## config.mk

```make
export PLATFORM = sky130hd
export DESIGN_NAME = skvt_cell
export DESIGN_NICKNAME = d
export VERILOG_FILES = /design/src/rtl/skvt_pkg.sv /design/src/rtl/skvt_cell.sv
export SDC_FILE = /design/constraint.sdc
export NUM_CORES = 1
export LEC_CHECK = 0
export BUFFER_PORTS_ARGS = -buffer_cell sky130_fd_sc_hd__clkbuf_2
export CAP_MARGIN = 30
export CORE_AREA = 5 5 185 187
export DETAILED_ROUTE_END_ITERATION = 7
export DIE_AREA = 0 0 190 192
export REMOVE_ABC_BUFFERS = 1
export SYNTH_ARGS = -nofsm -noshare
export SYNTH_HDL_FRONTEND = slang
export SYNTH_SLANG_ARGS = --single-unit
```

## constraint.sdc

```tcl
create_clock -name clock -period 4.2 [get_ports clock]
set_input_delay 0.84 -clock clock [delete_from_list [all_inputs] [get_ports clock]]
set_output_delay 0.84 -clock clock [all_outputs]
set_load 0.01 [all_outputs]
```

## src/rtl/skvt_pkg.sv

```systemverilog
// ----------------------------------------------------------------------------
// skvt_pkg
// Shared types and codes of the sorted key/value table: command and status
// codes, field widths and the per-cycle operation that the cell row receives.
// ----------------------------------------------------------------------------
`timescale 1ns / 1ps
`default_nettype none

package skvt_pkg;

   localparam int KEY_W    = 64;
   localparam int VALUE_W  = 32;
   localparam int CMD_W    = 2;
   localparam int STATUS_W = 3;
   localparam int COUNT_W  = 7;

   // Command codes
   localparam logic [CMD_W-1:0] CMD_ADD    = 2'd0;
   localparam logic [CMD_W-1:0] CMD_SET    = 2'd1;
   localparam logic [CMD_W-1:0] CMD_GET    = 2'd2;
   localparam logic [CMD_W-1:0] CMD_REMOVE = 2'd3;

   // Status codes
   localparam logic [STATUS_W-1:0] STATUS_OK       = 3'd0;
   localparam logic [STATUS_W-1:0] STATUS_EXISTS   = 3'd1;
   localparam logic [STATUS_W-1:0] STATUS_FULL     = 3'd2;
   localparam logic [STATUS_W-1:0] STATUS_NOTFOUND = 3'd3;
   localparam logic [STATUS_W-1:0] STATUS_REPLACED = 3'd4;

   // Operation broadcast to every cell in the update cycle
   typedef struct packed {
      logic               ins;        // open a slot at the lower bound, fill it
      logic               rem;        // close the slot of the matching entry
      logic               upd;        // overwrite the value of the matching entry
      logic [KEY_W-1:0]   new_key;
      logic [VALUE_W-1:0] new_value;
   } skvt_op_type;

endpackage

`default_nettype wire

```

## src/rtl/skvt_cell.sv

```systemverilog
// ----------------------------------------------------------------------------
// skvt_cell
// One slot of the sorted table: holds a key and a value, compares its key
// with the broadcast key and shifts with its neighbors on insert or remove.
// ----------------------------------------------------------------------------
`timescale 1ns / 1ps
`default_nettype none

module skvt_cell
   import skvt_pkg::*;
(
   input  wire logic               clock,
   input  wire logic               cmp_en,
   input  wire logic               in_use,
   input  wire logic [KEY_W-1:0]   cmp_key,
   input  skvt_op_type             op,
   input  wire logic               prev_lt,
   input  wire logic [KEY_W-1:0]   prev_key,
   input  wire logic [VALUE_W-1:0] prev_value,
   input  wire logic [KEY_W-1:0]   next_key,
   input  wire logic [VALUE_W-1:0] next_value,
   output logic [KEY_W-1:0]        cell_key,
   output logic [VALUE_W-1:0]      cell_value,
   output logic                    cell_lt,
   output logic                    cell_eq,
   output logic [VALUE_W-1:0]      sel_value
);

   logic [KEY_W-1:0]   key_ff,   key_in;
   logic [VALUE_W-1:0] value_ff, value_in;
   logic               lt_ff,    lt_in;
   logic               eq_ff,    eq_in;

   always_comb begin
      key_in   = key_ff;
      value_in = value_ff;
      lt_in    = lt_ff;
      eq_in    = eq_ff;
      if (cmp_en) begin
         lt_in = in_use && (key_ff < cmp_key);
         eq_in = in_use && (key_ff == cmp_key);
      end
      // Cells at or above the lower bound move up; the one at the lower bound takes
      // the new entry.
      if (op.ins && !lt_ff) begin
         if (prev_lt) begin
            key_in   = op.new_key;
            value_in = op.new_value;
         end else begin
            key_in   = prev_key;
            value_in = prev_value;
         end
      end
      if (op.rem && !lt_ff) begin
         key_in   = next_key;
         value_in = next_value;
      end
      if (op.upd && eq_ff) begin
         value_in = op.new_value;
      end
   end

   always_ff @(posedge clock) begin
      key_ff   <= key_in;
      value_ff <= value_in;
      lt_ff    <= lt_in;
      eq_ff    <= eq_in;
   end

   assign cell_key   = key_ff;
   assign cell_value = value_ff;
   assign cell_lt    = lt_ff;
   assign cell_eq    = eq_ff;
   assign sel_value  = eq_ff ? value_ff : '0;

endmodule

`default_nettype wire

```

==> After elaboration in Yosys (flattened, before gate mapping) <==
Index checks and enable logic that the tools add are counted.
{ "word_totals": {"register_bits": 98, "output_inout_bits": 130, "wordCells": 22, "input_bits": 359} }
{ "op_classes": {"n_mux": 8, "n_eq_ne": 1, "reduce_logical": 8, "n_lt_le_gt_ge": 1} }
{ "op_table": {"columns": ["cell", "n"], "rows": [
  ["64-bit 2-to-1 mux", 3],
  ["32-bit 2-to-1 mux", 5],
  ["64-bit equality test", 1],
  ["64-bit less-than comparator", 1],
  ["1-bit logical AND", 5],
  ["3-bit nonzero test", 1],
  ["2-bit nonzero test", 1],
  ["1-bit zero test", 1]
]} }

==> Logic depth before layout (Yosys ltp) <==
{ "logic_depth": {"word_depth": 5, "depth_mapped": 8, "depth_no_buf": 8} }

==> Worst setup path before layout <==
OpenSTA, ideal clock, no wires.
{ "synth_timing": {"kind": "input to register", "startpoint": "input op[98] (netlist bit)", "endpoint": "register key_ff[0], in the netlist cell_key[0], enable pin", "t_required_ps": 3712, "stages": 2, "setup_time_ps": 488, "arrival_time_ps": 3584, "n_path_buf": 0, "slack_ps": 128, "cell_sequence": "nor2_1 nor2_1"} }
{ "synth_via": {"elab_chain_len": 2} }
{ "synth_lines": {"columns": ["item", "line_no", "rtl"], "rows": [
  ["start, declared", "skvt_cell.sv:16", "input skvt_op_type op,"],
  ["1-bit logical AND", "skvt_cell.sv:45", "if (op.ins && !lt_ff) begin"],
  ["2-bit nonzero test (no line)", null, null],
  ["end signal, assigned", "skvt_cell.sv:64", "key_ff <= key_in;"],
  ["end, declared", "skvt_cell.sv:29", "logic [KEY_W-1:0] key_ff, key_in;"]
]} }
No other way between the ends.
A chain may end at the register's enable or synchronous reset.

==> Final worst setup path <==
{ "layout_timing": {"startpoint": "register eq_ff, in the netlist cell_eq", "endpoint": "output sel_value[30]"} }
{ "layout_via": {"elab_chain_len": 1} }
{ "layout_lines": {"columns": ["item", "line_no", "rtl"], "rows": [
  ["start, declared", "skvt_cell.sv:32", "logic eq_ff, eq_in;"],
  ["start signal, assigned", "skvt_cell.sv:67", "eq_ff <= eq_in;"],
  ["32-bit 2-to-1 mux", "skvt_cell.sv:74", "assign sel_value = eq_ff ? value_ff : '0;"],
  ["end, declared", "skvt_cell.sv:26", "output logic [VALUE_W-1:0] sel_value"]
]} }
No other way between the ends.

==> flow_summary.toml <==
[drt]
dr.pass1.iters = 5
highest_layer = "met5"
route.detailed.drc = 0
wl_met2_um = 14600
post_drt_wl_per_cell_um = 17.7
wl_met1_um = 10700
vias_per_cell = 4.26
vias = 6865
ant_nets = 0
dr_wl_met3_um = 2150
drt-initial-drc-count = 187
routed_wl_um = 28500

[floorplan]
die_h_um = 192
fp.coreArea_um2 = 32300
dieWidth_um = 190
rows = 66
io_pins = 489
fp.dieArea_um2 = 36500
initial_utilization_pct = 20.7

[status]
status = "completed"

[clock_network]
holdBufCountCts = 0
h-tree-depth = 3
tritoncts = "yes"
cts.repair.resized = 0
root_buffer = "clkbuf_16"
clockBufferDepth = 2
clk_pin_slew_worst_paths_ns = 0.07
numCtsBuffers = 9
post_cts_buffers = 0
insertion_delay_ns = 0.37
cts.sinks = 98

[logic_synthesis]
yosysMostFrequentCell = "edfxtp_1"
ys_ff_latch = 98
synthArstFlopShare_pct = 0
synth_edf_count = 98
synthTopCellsByCount = "edfxtp_1, nand2_1, inv_1"
synth_top_area_cell = "edfxtp_1"
syn_area_per_cell_um2 = 9.68
synth_ff_type = "edfxtp_1"
synth_area_um2 = 6690
synth.area.top_cells = "edfxtp_1, ha_1, mux2i_1, nand2_1, o21ai_1"
synth_top_area_share_pct = 44.0
synthCells = 691
yosys_warnings = 0
synth_cell_types = 34
ys_seq_area_share_pct = 44.0

[sta]
setup_tns_ns = 0
setup_violations = 0
min_period_ns = 2.74
fin_ws_ns = 1.46
fin_skew_ns = 0.0106
whs_ns = 0.746
slew_viol_final = 0
rsz0062_at_grt = "false"
tightest_slew_ns = 0.927
finalCritPeriodShare_pct = 65.1
fmax_ghz = 0.366
slew_headroom_pct = 38.2
finalHoldViolCount = 0

[placement]
place_ws_ns = 1.01
dpl.hpwl_um = 24500
port_buffers = 488
gp_congestion = 0.864

[flow_run]
cap_violations = 0

[power]
ir_worst_vdd_mv = 0.201
power_mw = 3.02
cellLeakagePower_nw = 5.10
power_density_nw_per_um2 = 303

[grt]
grt_pass1_wl_um = 39700
grt_pass1_vias = 7035
track_usage_pct = 14.6
antenna_found_initial = 3
grt_max_degree = 73
grt-ovfl-total = 0

[critical_path]
slowest_stage = "edfxtp_1"
crit_chain = "buf_4, and2_1, clkbuf_2"
critical_path.top_delay_family = "flip-flops"
startpoint_type = "flip-flop"
crit_required_ns = 3.36
path_buf_inv = 2
arrival_ns = 1.90
cp_max_fo = 22
crit_path_end_kind = "output port"
crit_type = "reg2out"
critPathMaxStageDelay_ns = 0.87

[final_layout]
finalCoreUtilization_pct = 30.8
fillers = 3495
seqCellArea_um2 = 2940
drive_gt1_share_pct = 44.9
nNetsFinal = 1586
synthToLayoutAreaGrowth_pct = 48.9
multi_input_area_um2 = 3370

[hold_path]
hp-class = "in2reg"
worst paths after layout:
kind                          start                      end  slack (ns)  depth (start not counted)
max               cell_eq$_DFFE_PP_            sel_value[30]        1.46                          3
max reg2reg       cell_eq$_DFFE_PP_  cell_value[8]$_DFFE_PP_        1.67                          7
min reg2reg  cell_key[23]$_DFFE_PP_        cell_lt$_DFFE_PP_        0.94                          4
min                    next_key[29]   cell_key[29]$_DFFE_PP_        0.75                          3
layout make-up:
| cell class | instances | share of cell area, % |
|---|---|---|
| multi-input cells | 489 | 33.8 |
| repair buffers | 498 | 25.6 |
| well taps | 442 | 5.55 |
| clock buffers | 10 | 2.30 |
| clock inverters | 5 | 0.565 |
| flip-flops and latches | 98 | 29.6 |
| diodes | 1 | 0.0251 |
| inverters | 67 | 2.53 |
registers in the layout, indices dropped and copies added (netlist names):
signal and flops:
cell_value 32, cell_eq 1, cell_key 64, cell_lt 1
placed cells by master (no fill, tap or decap), types with 2 or more instances in the layout:
cell	count
clkbuf_2	487
edfxtp_1	98
nand4_1	9
nor3_1	2
mux2i_1	64
o21ai_1	60
ha_1	64
o22ai_1	33
nor4_4	2
nand4_2	4
o21ai_0	10
a2111oi_0	2
a21o_1	7
and2_1	32
a21oi_1	58
buf_4	9
clkinv_2	2
nand3_1	7
a221oi_1	3
nand2b_1	2
clkbuf_16	9
nor2_1	37
nand2_1	80
inv_1	67
worst min-delay path: cells and delay by family:
kind | cells | cell delay [ns]
buffers and inverters | 1 | 0.07
and+or+nand+nor | 1 | 0.04
AOI/OAI and AO/OA | 1 | 0.06
where the power goes:
group | switching (mW) | leakage (nW) | internal, mW
sequential | 0.0804 | 0.955 | 1.22
clock | 0.389 | 0.138 | 0.458
combinational | 0.479 | 4.01 | 0.386
per-stage QoR:
| step | area, um2 | std cells |
|---|---|---|
| CTS | 9950 | 1609 |
| finish | 9960 | 1610 |
| global route | 9960 | 1610 |
| global placement | 9640 | 1593 |
| detailed placement | 9670 | 1594 |
| floorplan | 6530 | 654 |
per-layer routing:
layer  vias to the layer above  track usage (%)
li1                       3435                -
met1                      3037             15.6
met2                       342             27.1
met3                        47             3.93
met4                         4             6.40
met5                         -                0
cells by family (layout without fill, tap and decap cells):
| logic type | after synthesis | after routing | share of synthesized area [%] |
|---|---|---|---|
| flops | 98 | 98 | 44.0 |
| buf+inv | 104 | 580 | 6.04 |
| fa+ha+maj | 64 | 64 | 12.0 |
| other cells | 0 | 1 | 0 |
| simple gates | 182 | 182 | 13.6 |
| compound gates | 179 | 179 | 14.8 |
| mux | 64 | 64 | 9.58 |
(Power assumes the default switching activity.)
